==> src/rtl/tlc_pkg.sv <==
// Package with the types, constants and helper functions of the traffic light controller.
`timescale 1ns / 1ps
`default_nettype none

package tlc_pkg;

   // Width of the wrapping totals of passed cars and ticks.
   localparam int TOTAL_WIDTH = 32;

   // Reset values of the configuration registers.
   localparam logic [6:0] GREEN_TIME_RST     = 7'd5;
   localparam logic [7:0] YELLOW_TIME_RST    = 8'd2;
   localparam logic [7:0] RED_TIME_RST       = 8'd4;
   localparam logic [7:0] BUSY_THRESHOLD_RST = 8'd8;
   localparam logic [6:0] BUSY_EXTENSION_RST = 7'd2;
   localparam logic [7:0] CARS_PER_TICK_RST  = 8'd2;

   // Configuration register indexes.
   localparam logic [2:0] CSR_GREEN_TIME     = 3'd0;
   localparam logic [2:0] CSR_YELLOW_TIME    = 3'd1;
   localparam logic [2:0] CSR_RED_TIME       = 3'd2;
   localparam logic [2:0] CSR_BUSY_THRESHOLD = 3'd3;
   localparam logic [2:0] CSR_BUSY_EXTENSION = 3'd4;
   localparam logic [2:0] CSR_CARS_PER_TICK  = 3'd5;

   // Request operations.
   typedef enum logic [1:0] {
      OP_TICK   = 2'd0,
      OP_ARRIVE = 2'd1,
      OP_NIGHT  = 2'd2
   } op_type;

   // Light colours.
   typedef enum logic [1:0] {
      COL_GREEN  = 2'd0,
      COL_YELLOW = 2'd1,
      COL_RED    = 2'd2
   } colour_type;

   // Log symbols.
   typedef enum logic [2:0] {
      SYM_NONE      = 3'd0,
      SYM_GREEN     = 3'd1,
      SYM_YELLOW    = 3'd2,
      SYM_RED       = 3'd3,
      SYM_BLINK_ON  = 3'd4,
      SYM_BLINK_OFF = 3'd5
   } sym_type;

   // One request as held in the input register.
   typedef struct packed {
      logic [1:0] operation;
      logic [7:0] car_count;
   } req_type;

   // Current configuration.
   typedef struct packed {
      logic [6:0] green_time;
      logic [7:0] yellow_time;
      logic [7:0] red_time;
      logic [7:0] busy_threshold;
      logic [6:0] busy_extension;
      logic [7:0] cars_per_tick;
   } cfg_type;

   // One result.
   typedef struct packed {
      colour_type  light_colour;
      logic        night_mode;
      logic        blink_lit;
      logic        busy_flag;
      logic [7:0]  ticks_remaining;
      logic [7:0]  queue_length;
      logic [31:0] passed_total;
      logic [31:0] tick_total;
      sym_type     log_symbol;
   } rsp_type;

   // Colour that follows the given one.
   function automatic colour_type next_colour(input colour_type c);
      colour_type n;
      unique case (c)
         COL_GREEN:  n = COL_YELLOW;
         COL_YELLOW: n = COL_RED;
         default:    n = COL_GREEN;
      endcase
      return n;
   endfunction

   // Countdown loaded when a colour starts; a busy queue lengthens green.
   function automatic logic [7:0] phase_time(input colour_type c, input logic busy,
                                             input cfg_type cfg);
      logic [7:0] t;
      unique case (c)
         COL_GREEN:  t = busy ? ({1'b0, cfg.green_time} + {1'b0, cfg.busy_extension})
                              : {1'b0, cfg.green_time};
         COL_YELLOW: t = cfg.yellow_time;
         default:    t = cfg.red_time;
      endcase
      return t;
   endfunction

   // Log symbol that names a colour.
   function automatic sym_type colour_symbol(input colour_type c);
      sym_type s;
      unique case (c)
         COL_GREEN:  s = SYM_GREEN;
         COL_YELLOW: s = SYM_YELLOW;
         default:    s = SYM_RED;
      endcase
      return s;
   endfunction

endpackage

`default_nettype wire

==> src/rtl/tlc_csr.sv <==
// Configuration registers of the traffic light controller.
`timescale 1ns / 1ps
`default_nettype none

module tlc_csr
   import tlc_pkg::*;
(
   input  wire logic       clock,
   input  wire logic       reset,
   input  wire logic       csr_valid,
   output logic            csr_ready,
   input  wire logic [2:0] csr_index,
   input  wire logic [7:0] csr_data,
   output cfg_type         cfg
);

   cfg_type cfg_ff;
   cfg_type cfg_in;

   // Writes are always taken.
   assign csr_ready = 1'b1;
   assign cfg       = cfg_ff;

   // Decode the register index; indexes past the list are ignored.
   always_comb begin
      cfg_in = cfg_ff;
      if (csr_valid) begin
         unique case (csr_index)
            CSR_GREEN_TIME:     cfg_in.green_time     = csr_data[6:0];
            CSR_YELLOW_TIME:    cfg_in.yellow_time    = csr_data;
            CSR_RED_TIME:       cfg_in.red_time       = csr_data;
            CSR_BUSY_THRESHOLD: cfg_in.busy_threshold = csr_data;
            CSR_BUSY_EXTENSION: cfg_in.busy_extension = csr_data[6:0];
            CSR_CARS_PER_TICK:  cfg_in.cars_per_tick  = csr_data;
            default:            cfg_in = cfg_ff;
         endcase
      end
   end

   // Register bank with its reset values.
   always_ff @(posedge clock) begin
      if (reset) begin
         cfg_ff.green_time     <= GREEN_TIME_RST;
         cfg_ff.yellow_time    <= YELLOW_TIME_RST;
         cfg_ff.red_time       <= RED_TIME_RST;
         cfg_ff.busy_threshold <= BUSY_THRESHOLD_RST;
         cfg_ff.busy_extension <= BUSY_EXTENSION_RST;
         cfg_ff.cars_per_tick  <= CARS_PER_TICK_RST;
      end else begin
         cfg_ff <= cfg_in;
      end
   end

endmodule

`default_nettype wire

==> src/rtl/tlc_in_reg.sv <==
// Input register that holds one request for the controller core.
`timescale 1ns / 1ps
`default_nettype none

module tlc_in_reg
   import tlc_pkg::*;
(
   input  wire logic       clock,
   input  wire logic       reset,
   input  wire logic       req_valid,
   output logic            req_ready,
   input  wire logic [1:0] req_operation,
   input  wire logic [7:0] req_car_count,
   input  wire logic       fire,
   output logic            item_valid,
   output req_type         item
);

   logic    valid_ff;
   logic    valid_in;
   req_type item_ff;

   // The register takes a new request when empty or when its request moves on.
   assign req_ready  = !valid_ff || fire;
   assign valid_in   = (req_valid && req_ready) || (valid_ff && !fire);
   assign item_valid = valid_ff;
   assign item       = item_ff;

   // Valid flag.
   always_ff @(posedge clock) begin
      if (reset) begin
         valid_ff <= 1'b0;
      end else begin
         valid_ff <= valid_in;
      end
   end

   // Payload.
   always_ff @(posedge clock) begin
      if (req_valid && req_ready) begin
         item_ff.operation <= req_operation;
         item_ff.car_count <= req_car_count;
      end
   end

endmodule

`default_nettype wire

==> src/rtl/tlc_core.sv <==
// Controller state and the combinational update that each request applies to it.
`timescale 1ns / 1ps
`default_nettype none

module tlc_core
   import tlc_pkg::*;
(
   input  wire logic    clock,
   input  wire logic    reset,
   input  wire logic    fire,
   input  wire req_type item,
   input  wire cfg_type cfg,
   output rsp_type      result
);

   colour_type             colour_ff, colour_in;
   logic                   night_ff, night_in;
   logic                   busy_ff, busy_in;
   logic                   blink_ff, blink_in;
   logic [7:0]             countdown_ff, countdown_in;
   logic [7:0]             waiting_ff, waiting_in;
   logic [TOTAL_WIDTH-1:0] passed_ff, passed_in;
   logic [TOTAL_WIDTH-1:0] ticks_ff, ticks_in;
   sym_type                sym;

   logic [8:0] arrive_sum;
   logic [7:0] go_count;
   logic [7:0] waiting_left;
   logic       busy_left;
   logic [7:0] count_dec;

   // Arrivals saturate the queue at its top value.
   assign arrive_sum = {1'b0, waiting_ff} + {1'b0, item.car_count};

   // Cars that leave on a green tick and what stays behind.
   assign go_count     = (waiting_ff >= cfg.cars_per_tick) ? cfg.cars_per_tick : waiting_ff;
   assign waiting_left = (colour_ff == COL_GREEN) ? (waiting_ff - go_count) : waiting_ff;
   assign busy_left    = (colour_ff == COL_GREEN && waiting_left <= cfg.busy_threshold)
                         ? 1'b0 : busy_ff;
   assign count_dec    = (countdown_ff != 8'd0) ? (countdown_ff - 8'd1) : 8'd0;

   // Next state for the request being processed.
   always_comb begin
      colour_in    = colour_ff;
      night_in     = night_ff;
      busy_in      = busy_ff;
      blink_in     = blink_ff;
      countdown_in = countdown_ff;
      waiting_in   = waiting_ff;
      passed_in    = passed_ff;
      ticks_in     = ticks_ff;
      sym          = SYM_NONE;
      unique case (item.operation)
         OP_TICK: begin
            ticks_in = ticks_ff + TOTAL_WIDTH'(1);
            if (night_ff) begin
               blink_in = !blink_ff;
               sym      = blink_ff ? SYM_BLINK_OFF : SYM_BLINK_ON;
            end else begin
               waiting_in = waiting_left;
               busy_in    = busy_left;
               if (colour_ff == COL_GREEN) begin
                  passed_in = passed_ff + TOTAL_WIDTH'(go_count);
               end
               if (count_dec == 8'd0) begin
                  colour_in    = next_colour(colour_ff);
                  countdown_in = phase_time(next_colour(colour_ff), busy_left, cfg);
               end else begin
                  countdown_in = count_dec;
               end
               sym = colour_symbol(colour_in);
            end
         end
         OP_ARRIVE: begin
            if (item.car_count != 8'd0) begin
               waiting_in = arrive_sum[8] ? 8'hFF : arrive_sum[7:0];
               if (waiting_in > cfg.busy_threshold) begin
                  busy_in = 1'b1;
               end
            end
         end
         OP_NIGHT: begin
            night_in = !night_ff;
            if (!night_ff) begin
               blink_in = 1'b0;
            end else begin
               colour_in    = COL_RED;
               countdown_in = cfg.red_time;
            end
         end
         default: begin
            sym = SYM_NONE;
         end
      endcase
   end

   // Result shows the state after the request.
   always_comb begin
      result.light_colour    = colour_in;
      result.night_mode      = night_in;
      result.blink_lit       = blink_in;
      result.busy_flag       = busy_in;
      result.ticks_remaining = countdown_in;
      result.queue_length    = waiting_in;
      result.passed_total    = 32'(passed_in);
      result.tick_total      = 32'(ticks_in);
      result.log_symbol      = sym;
   end

   // State registers, updated once per processed request.
   always_ff @(posedge clock) begin
      if (reset) begin
         colour_ff    <= COL_RED;
         night_ff     <= 1'b0;
         busy_ff      <= 1'b0;
         blink_ff     <= 1'b0;
         countdown_ff <= RED_TIME_RST;
         waiting_ff   <= 8'd0;
         passed_ff    <= '0;
         ticks_ff     <= '0;
      end else if (fire) begin
         colour_ff    <= colour_in;
         night_ff     <= night_in;
         busy_ff      <= busy_in;
         blink_ff     <= blink_in;
         countdown_ff <= countdown_in;
         waiting_ff   <= waiting_in;
         passed_ff    <= passed_in;
         ticks_ff     <= ticks_in;
      end
   end

endmodule

`default_nettype wire

==> src/rtl/tlc_out_reg.sv <==
// Result register that holds one result until the consumer takes it.
`timescale 1ns / 1ps
`default_nettype none

module tlc_out_reg
   import tlc_pkg::*;
(
   input  wire logic    clock,
   input  wire logic    reset,
   input  wire logic    item_valid,
   output logic         fire,
   input  wire rsp_type result,
   output logic         rsp_valid,
   input  wire logic    rsp_ready,
   output rsp_type      rsp
);

   logic    valid_ff;
   logic    valid_in;
   rsp_type rsp_ff;

   // A request is processed when the result register is free or being emptied.
   assign fire      = item_valid && (!valid_ff || rsp_ready);
   assign valid_in  = fire || (valid_ff && !rsp_ready);
   assign rsp_valid = valid_ff;
   assign rsp       = rsp_ff;

   // Valid flag.
   always_ff @(posedge clock) begin
      if (reset) begin
         valid_ff <= 1'b0;
      end else begin
         valid_ff <= valid_in;
      end
   end

   // Payload.
   always_ff @(posedge clock) begin
      if (fire) begin
         rsp_ff <= result;
      end
   end

endmodule

`default_nettype wire

==> src/rtl/traffic_light_controller.sv <==
// Top level of the traffic light controller.
`timescale 1ns / 1ps
`default_nettype none

// Each request is a tick, an arrival of cars or a night mode toggle, and gives
// exactly one result showing the light state after it plus the symbol a log
// would print. The block takes one request per clock cycle when the result side
// keeps up. A request is captured in the input register; the state update is then
// applied and the result register loaded together, and the result register drives
// the output ports. The rate is set by the state update loop in the core, which
// applies one request per cycle while the result register is free or being
// emptied. Configuration writes are taken in any cycle and apply to requests that
// follow; write them only while no request is in flight.
module traffic_light_controller
   import tlc_pkg::*;
(
   input  wire logic        clock,
   input  wire logic        reset,
   input  wire logic        req_valid,
   output logic             req_ready,
   input  wire logic [1:0]  req_operation,
   input  wire logic [7:0]  req_car_count,
   output logic             rsp_valid,
   input  wire logic        rsp_ready,
   output logic [1:0]       rsp_light_colour,
   output logic             rsp_night_mode,
   output logic             rsp_blink_lit,
   output logic             rsp_busy_flag,
   output logic [7:0]       rsp_ticks_remaining,
   output logic [7:0]       rsp_queue_length,
   output logic [31:0]      rsp_passed_total,
   output logic [31:0]      rsp_tick_total,
   output logic [2:0]       rsp_log_symbol,
   input  wire logic        csr_valid,
   output logic             csr_ready,
   input  wire logic [2:0]  csr_index,
   input  wire logic [7:0]  csr_data
);

   cfg_type cfg;
   req_type item;
   logic    item_valid;
   logic    fire;
   rsp_type result;
   rsp_type rsp;

   // Configuration registers.
   tlc_csr u_csr (
      .clock     (clock),
      .reset     (reset),
      .csr_valid (csr_valid),
      .csr_ready (csr_ready),
      .csr_index (csr_index),
      .csr_data  (csr_data),
      .cfg       (cfg)
   );

   // Input register.
   tlc_in_reg u_in_reg (
      .clock         (clock),
      .reset         (reset),
      .req_valid     (req_valid),
      .req_ready     (req_ready),
      .req_operation (req_operation),
      .req_car_count (req_car_count),
      .fire          (fire),
      .item_valid    (item_valid),
      .item          (item)
   );

   // State and update logic.
   tlc_core u_core (
      .clock  (clock),
      .reset  (reset),
      .fire   (fire),
      .item   (item),
      .cfg    (cfg),
      .result (result)
   );

   // Result register.
   tlc_out_reg u_out_reg (
      .clock      (clock),
      .reset      (reset),
      .item_valid (item_valid),
      .fire       (fire),
      .result     (result),
      .rsp_valid  (rsp_valid),
      .rsp_ready  (rsp_ready),
      .rsp        (rsp)
   );

   // Result fields onto their ports.
   assign rsp_light_colour    = rsp.light_colour;
   assign rsp_night_mode      = rsp.night_mode;
   assign rsp_blink_lit       = rsp.blink_lit;
   assign rsp_busy_flag       = rsp.busy_flag;
   assign rsp_ticks_remaining = rsp.ticks_remaining;
   assign rsp_queue_length    = rsp.queue_length;
   assign rsp_passed_total    = rsp.passed_total;
   assign rsp_tick_total      = rsp.tick_total;
   assign rsp_log_symbol      = rsp.log_symbol;

endmodule

`default_nettype wire

==> config.mk <==
export PLATFORM = sky130hd
export DESIGN_NAME = traffic_light_controller
export DESIGN_NICKNAME = d
export VERILOG_FILES = /design/src/rtl/tlc_pkg.sv /design/src/rtl/tlc_csr.sv /design/src/rtl/tlc_in_reg.sv /design/src/rtl/tlc_core.sv /design/src/rtl/tlc_out_reg.sv /design/src/rtl/traffic_light_controller.sv
export SDC_FILE = /design/constraint.sdc
export NUM_CORES = 1
export LEC_CHECK = 0
export ABC_AREA = 1
export BUFFER_PORTS_ARGS = -buffer_cell sky130_fd_sc_hd__buf_4
export CORE_MARGIN = 5
export CORE_UTILIZATION = 40
export DETAILED_ROUTE_END_ITERATION = 16
export PLACE_DENSITY = 0.55
export SYNTH_ARGS = -nofsm -noshare
export SYNTH_HDL_FRONTEND = slang
export SYNTH_HIERARCHICAL = 1
export SYNTH_SLANG_ARGS = --single-unit
==> constraint.sdc <==
create_clock -name clock -period 13.75 [get_ports clock]
set_input_delay 1.375 -clock clock [delete_from_list [all_inputs] [get_ports clock]]
set_output_delay 1.375 -clock clock [all_outputs]
set_load 0.02 [all_outputs]
==> run_results.csv <==
group,metric,value,unit
clocking,number_of_clock_sinks_seen_by_cts,231,
grt,gr-total-overflow,0,
synth,ys_ff_latch,231,
drt,drt_iter0_drc,652,
floorplan,die_width,190,µm
drt,drcViolationCount,0,
sta,unrepaired_setup_endpoints_after_global_routing,"no",
clocking,holdBufCountCts,0,
pwr,vdd_drop_max,0.0918,mV
worst_setup_path,crit_type,"reg -> reg",
sta,min_period,5.49,ns
sta,fin_worst_skew,0.0249,ns
worst_setup_path,worst_setup_path_end_kind,"flip-flop",
pwr,power_leakage,0.00686,µW
worst_setup_path,startpoint_type,"flip-flop",
pwr,power.density_cell_area,125,nW/µm²
grt,number_of_global_route_vias_before_repair,10300,
floorplan,initial_core_util,0.408,
sta,maxSlewViolCount,0,
worst_setup_path,crit_path_max_incr_delay,0.58,ns
placement,post-dp-hpwl,24900,µm
clocking,numCtsBuffers,28,
clocking,cts_htree_levels,1,
worst_setup_path,worst_ep_required_time,14.20,ns
drt,drt_pre_antenna_iters,5,
synth,async_reset_ff_frac,0,
grt,grt_max_degree,149,
clocking,post_cts_buffers,0,
floorplan,die_area,36100,µm²
clocking,worstSkewPairLatency,0.57,ns
clocking,cts.repair.resized,0,
synth,synthesis.area_per_instance,7.70,µm²
clocking,clock_tree.root_cell,"sky130_fd_sc_hd__clkbuf_16",
synth,synth.lib_cells_used.distinct,51,
floorplan,design.portCount,117,
floorplan,die_y,190,µm
worst_setup_path,cp_max_fo,16,
grt,initial_antenna_violation_count,0,
layout,n_fill_cell,3190,
clocking,post_cts_clock_slew_at_the_launch_and_capture_registers_of_the_worst_setup_and_hold_paths,0.06,ns
layout,mostFrequentLayoutCell,"sky130_fd_sc_hd__nand2_1",
clocking,cts_tree,"done",
worst_setup_path,critical_path.slowest_cell,"sky130_fd_sc_hd__o21ai_0",
sta,layout_setup_ws,8.26,ns
grt,gr-usage-all-layers,0.184,
drt,avgViaCountPerCell,5.02,
placement,place.port_buffers,115,
job,max-cap-violations,0,
clocking,max_root_sink_buffers,3,
layout,most_used_cells_in_the_layout_excluding_fill_and_tap_cells,"sky130_fd_sc_hd__nand2_1 (315), sky130_fd_sc_hd__inv_1 (244), sky130_fd_sc_hd__nor2_1 (180)",
sta,fmaxAchievable,182,MHz
synth,post-synth-top-area-cell,"sky130_fd_sc_hd__edfxtp_1",
layout,final_net_count,1864,
synth,netlist_area,12900,µm²
sta,final.setup.tns,0,ns
worst_setup_path,critPathArrivalTime,5.94,ns
worst_setup_path,crit_path_most_repeated_cell,"sky130_fd_sc_hd__nand2_1",
drt,ant_nets,0,
layout,diodes,0,
synth,net_count_after_synthesis,1769,
min_path,hold_class,"reg -> reg",
drt,post_drt_wl_per_cell,15.6,µm
synth,ys_seq_area_frac,0.433,
placement,gp_congestion,0.868,
placement,pre_cts_ws,8.33,ns
sta,worst_slew_margin_rel,0.268,
drt,route.vias.total,11000,
sta,timing_worst_slew_pin_value,1.10,ns
synth,yosys-top-cells-area,"sky130_fd_sc_hd__edfxtp_1 (23%), sky130_fd_sc_hd__dfxtp_1 (21%), sky130_fd_sc_hd__nand2_1 (9.1%)",
drt,total_routed_length,34400,µm
layout,fraction_of_final_layout_cells_sized_beyond_drive_strength_1,0.128,
sta,finalSetupViolCount,0,
synth,synth_top_flop_cell,"sky130_fd_sc_hd__dfxtp_1",
synth,synth_largest_type_area_fraction,0.227,
status,status,"finished clean",
floorplan,floorplan.rows,65,
floorplan,core,31700,µm²
sta,finalHoldViolCount,0,
grt,grt_pass1_wl,54700,µm
sta,final.period_utilization,0.400,
layout,synthesis_to_layout_area_growth,15.9,%
synth,yosys_warnings,6,
synth,synth_enable_flop_cells,98,
synth,synthCells,1681,
==> synth_stat cells (16+ instances only) <==
library cell / count
sky130_fd_sc_hd__a21oi_1: 130
sky130_fd_sc_hd__clkbuf_1: 39
sky130_fd_sc_hd__dfxtp_1: 133
sky130_fd_sc_hd__edfxtp_1: 98
sky130_fd_sc_hd__ha_1: 58
sky130_fd_sc_hd__inv_1: 245
sky130_fd_sc_hd__nand2_1: 315
sky130_fd_sc_hd__nand3_1: 127
sky130_fd_sc_hd__nand4_1: 27
sky130_fd_sc_hd__nor2_1: 180
sky130_fd_sc_hd__nor2_4: 16
sky130_fd_sc_hd__nor3_1: 19
sky130_fd_sc_hd__o21ai_0: 102
sky130_fd_sc_hd__o21ai_1: 16
sky130_fd_sc_hd__xor2_1: 45
==> routing by layer <==
layer / routed length [µm] / vias to the layer above / track usage
li1: - / 5701 / -
met1: 16500 / 5069 / 0.261
met2: 15900 / 223 / 0.306
met3: 1330 / 40 / 0.0213
met4: 615 / 0 / 0.0367
met5: 0 / - / 0
==> per-stage QoR <==
stage                     power, µW  std cells  cell area (µm²)  utilization  hold slack, ns
after CTS                      1890       2200            15000        0.473           0.484
after global routing           1970       2200            15000        0.473           0.497
after floorplan                1070       1681            12900            -           0.442
after global placement         1180       2148            14100        0.446           0.469
final                          1870       2200            15000        0.473           0.481
after detailed placement       1190       2148            14100        0.446           0.472
==> worst paths after layout <==
| kind | startpoint | to | slack [ns] | depth (start not counted) |
|---|---|---|---|---|
| setup / recovery | u_core/waiting_ff[7] | u_core/countdown_ff[1] | 8.26 | 30 |
| hold / removal | u_csr/cfg[20] | u_csr/cfg[20] | 0.48 | 2 |
| setup reg to reg | u_core/waiting_ff[7] | u_core/countdown_ff[1] | 8.26 | 30 |
| hold reg to reg | u_csr/cfg[20] | u_csr/cfg[20] | 0.48 | 2 |
==> kinds of logic (layout without fill, tap and decap cells) <==
group	after synthesis	count (layout)	synth area share
adder cells (fa/ha/maj)	62	62	0.0622
flip-flops	231	231	0.433
buffers and inverters	314	431	0.0934
XOR/XNOR	53	53	0.0364
other	1	1	0.000290
AND/OR/NAND/NOR	730	730	0.253
AO/OA/AOI/OAI	290	290	0.121
==> where the power goes <==
| part | total (µW) | internal, µW | leakage (µW) | switching (µW) |
|---|---|---|---|---|
| Combinational | 364 | 127 | 0.00439 | 238 |
| Clock | 697 | 400 | 0.000425 | 297 |
| Sequential | 809 | 770 | 0.00205 | 38.6 |
| Total | 1870 | 1300 | 0.00686 | 573 |
==> worst max-delay path: cells and delay by family, from the launching register on <==
family,cells,cell delay (ns)
flops,1,0.46
fa+ha+maj,3,1.03
xor+xnor,1,0.16
compound gates,4,1.02
buf+inv,2,0.19
simple gates,20,2.50
==> state kept, by name, indices dropped and copies added, names as in the netlist <==
signal / cells
u_core/countdown_ff: 8
u_core/blink_ff: 1
u_out_reg/rsp: 88
u_in_reg/item: 10
u_core/busy_ff: 1
u_out_reg/rsp_valid: 1
u_in_reg/item_valid: 1
u_core/night_ff: 1
u_core/colour_ff: 2
u_core/ticks_ff: 32
u_core/passed_ff: 32
u_core/waiting_ff: 8
u_csr/cfg: 46
==> final cells by class <==
class                           instances  area (µm²)  area share
Clock inverter                         17         139     0.00925
Timing Repair Buffer                  118         898      0.0599
Inverter                              261         982      0.0654
Multi-Input combinational cell       1136        6140       0.409
Clock buffer                           35         737      0.0491
Sequential cell                       231        5610       0.373
Tap cell                              402         503      0.0335
Power figures use the tool's default switching activity.
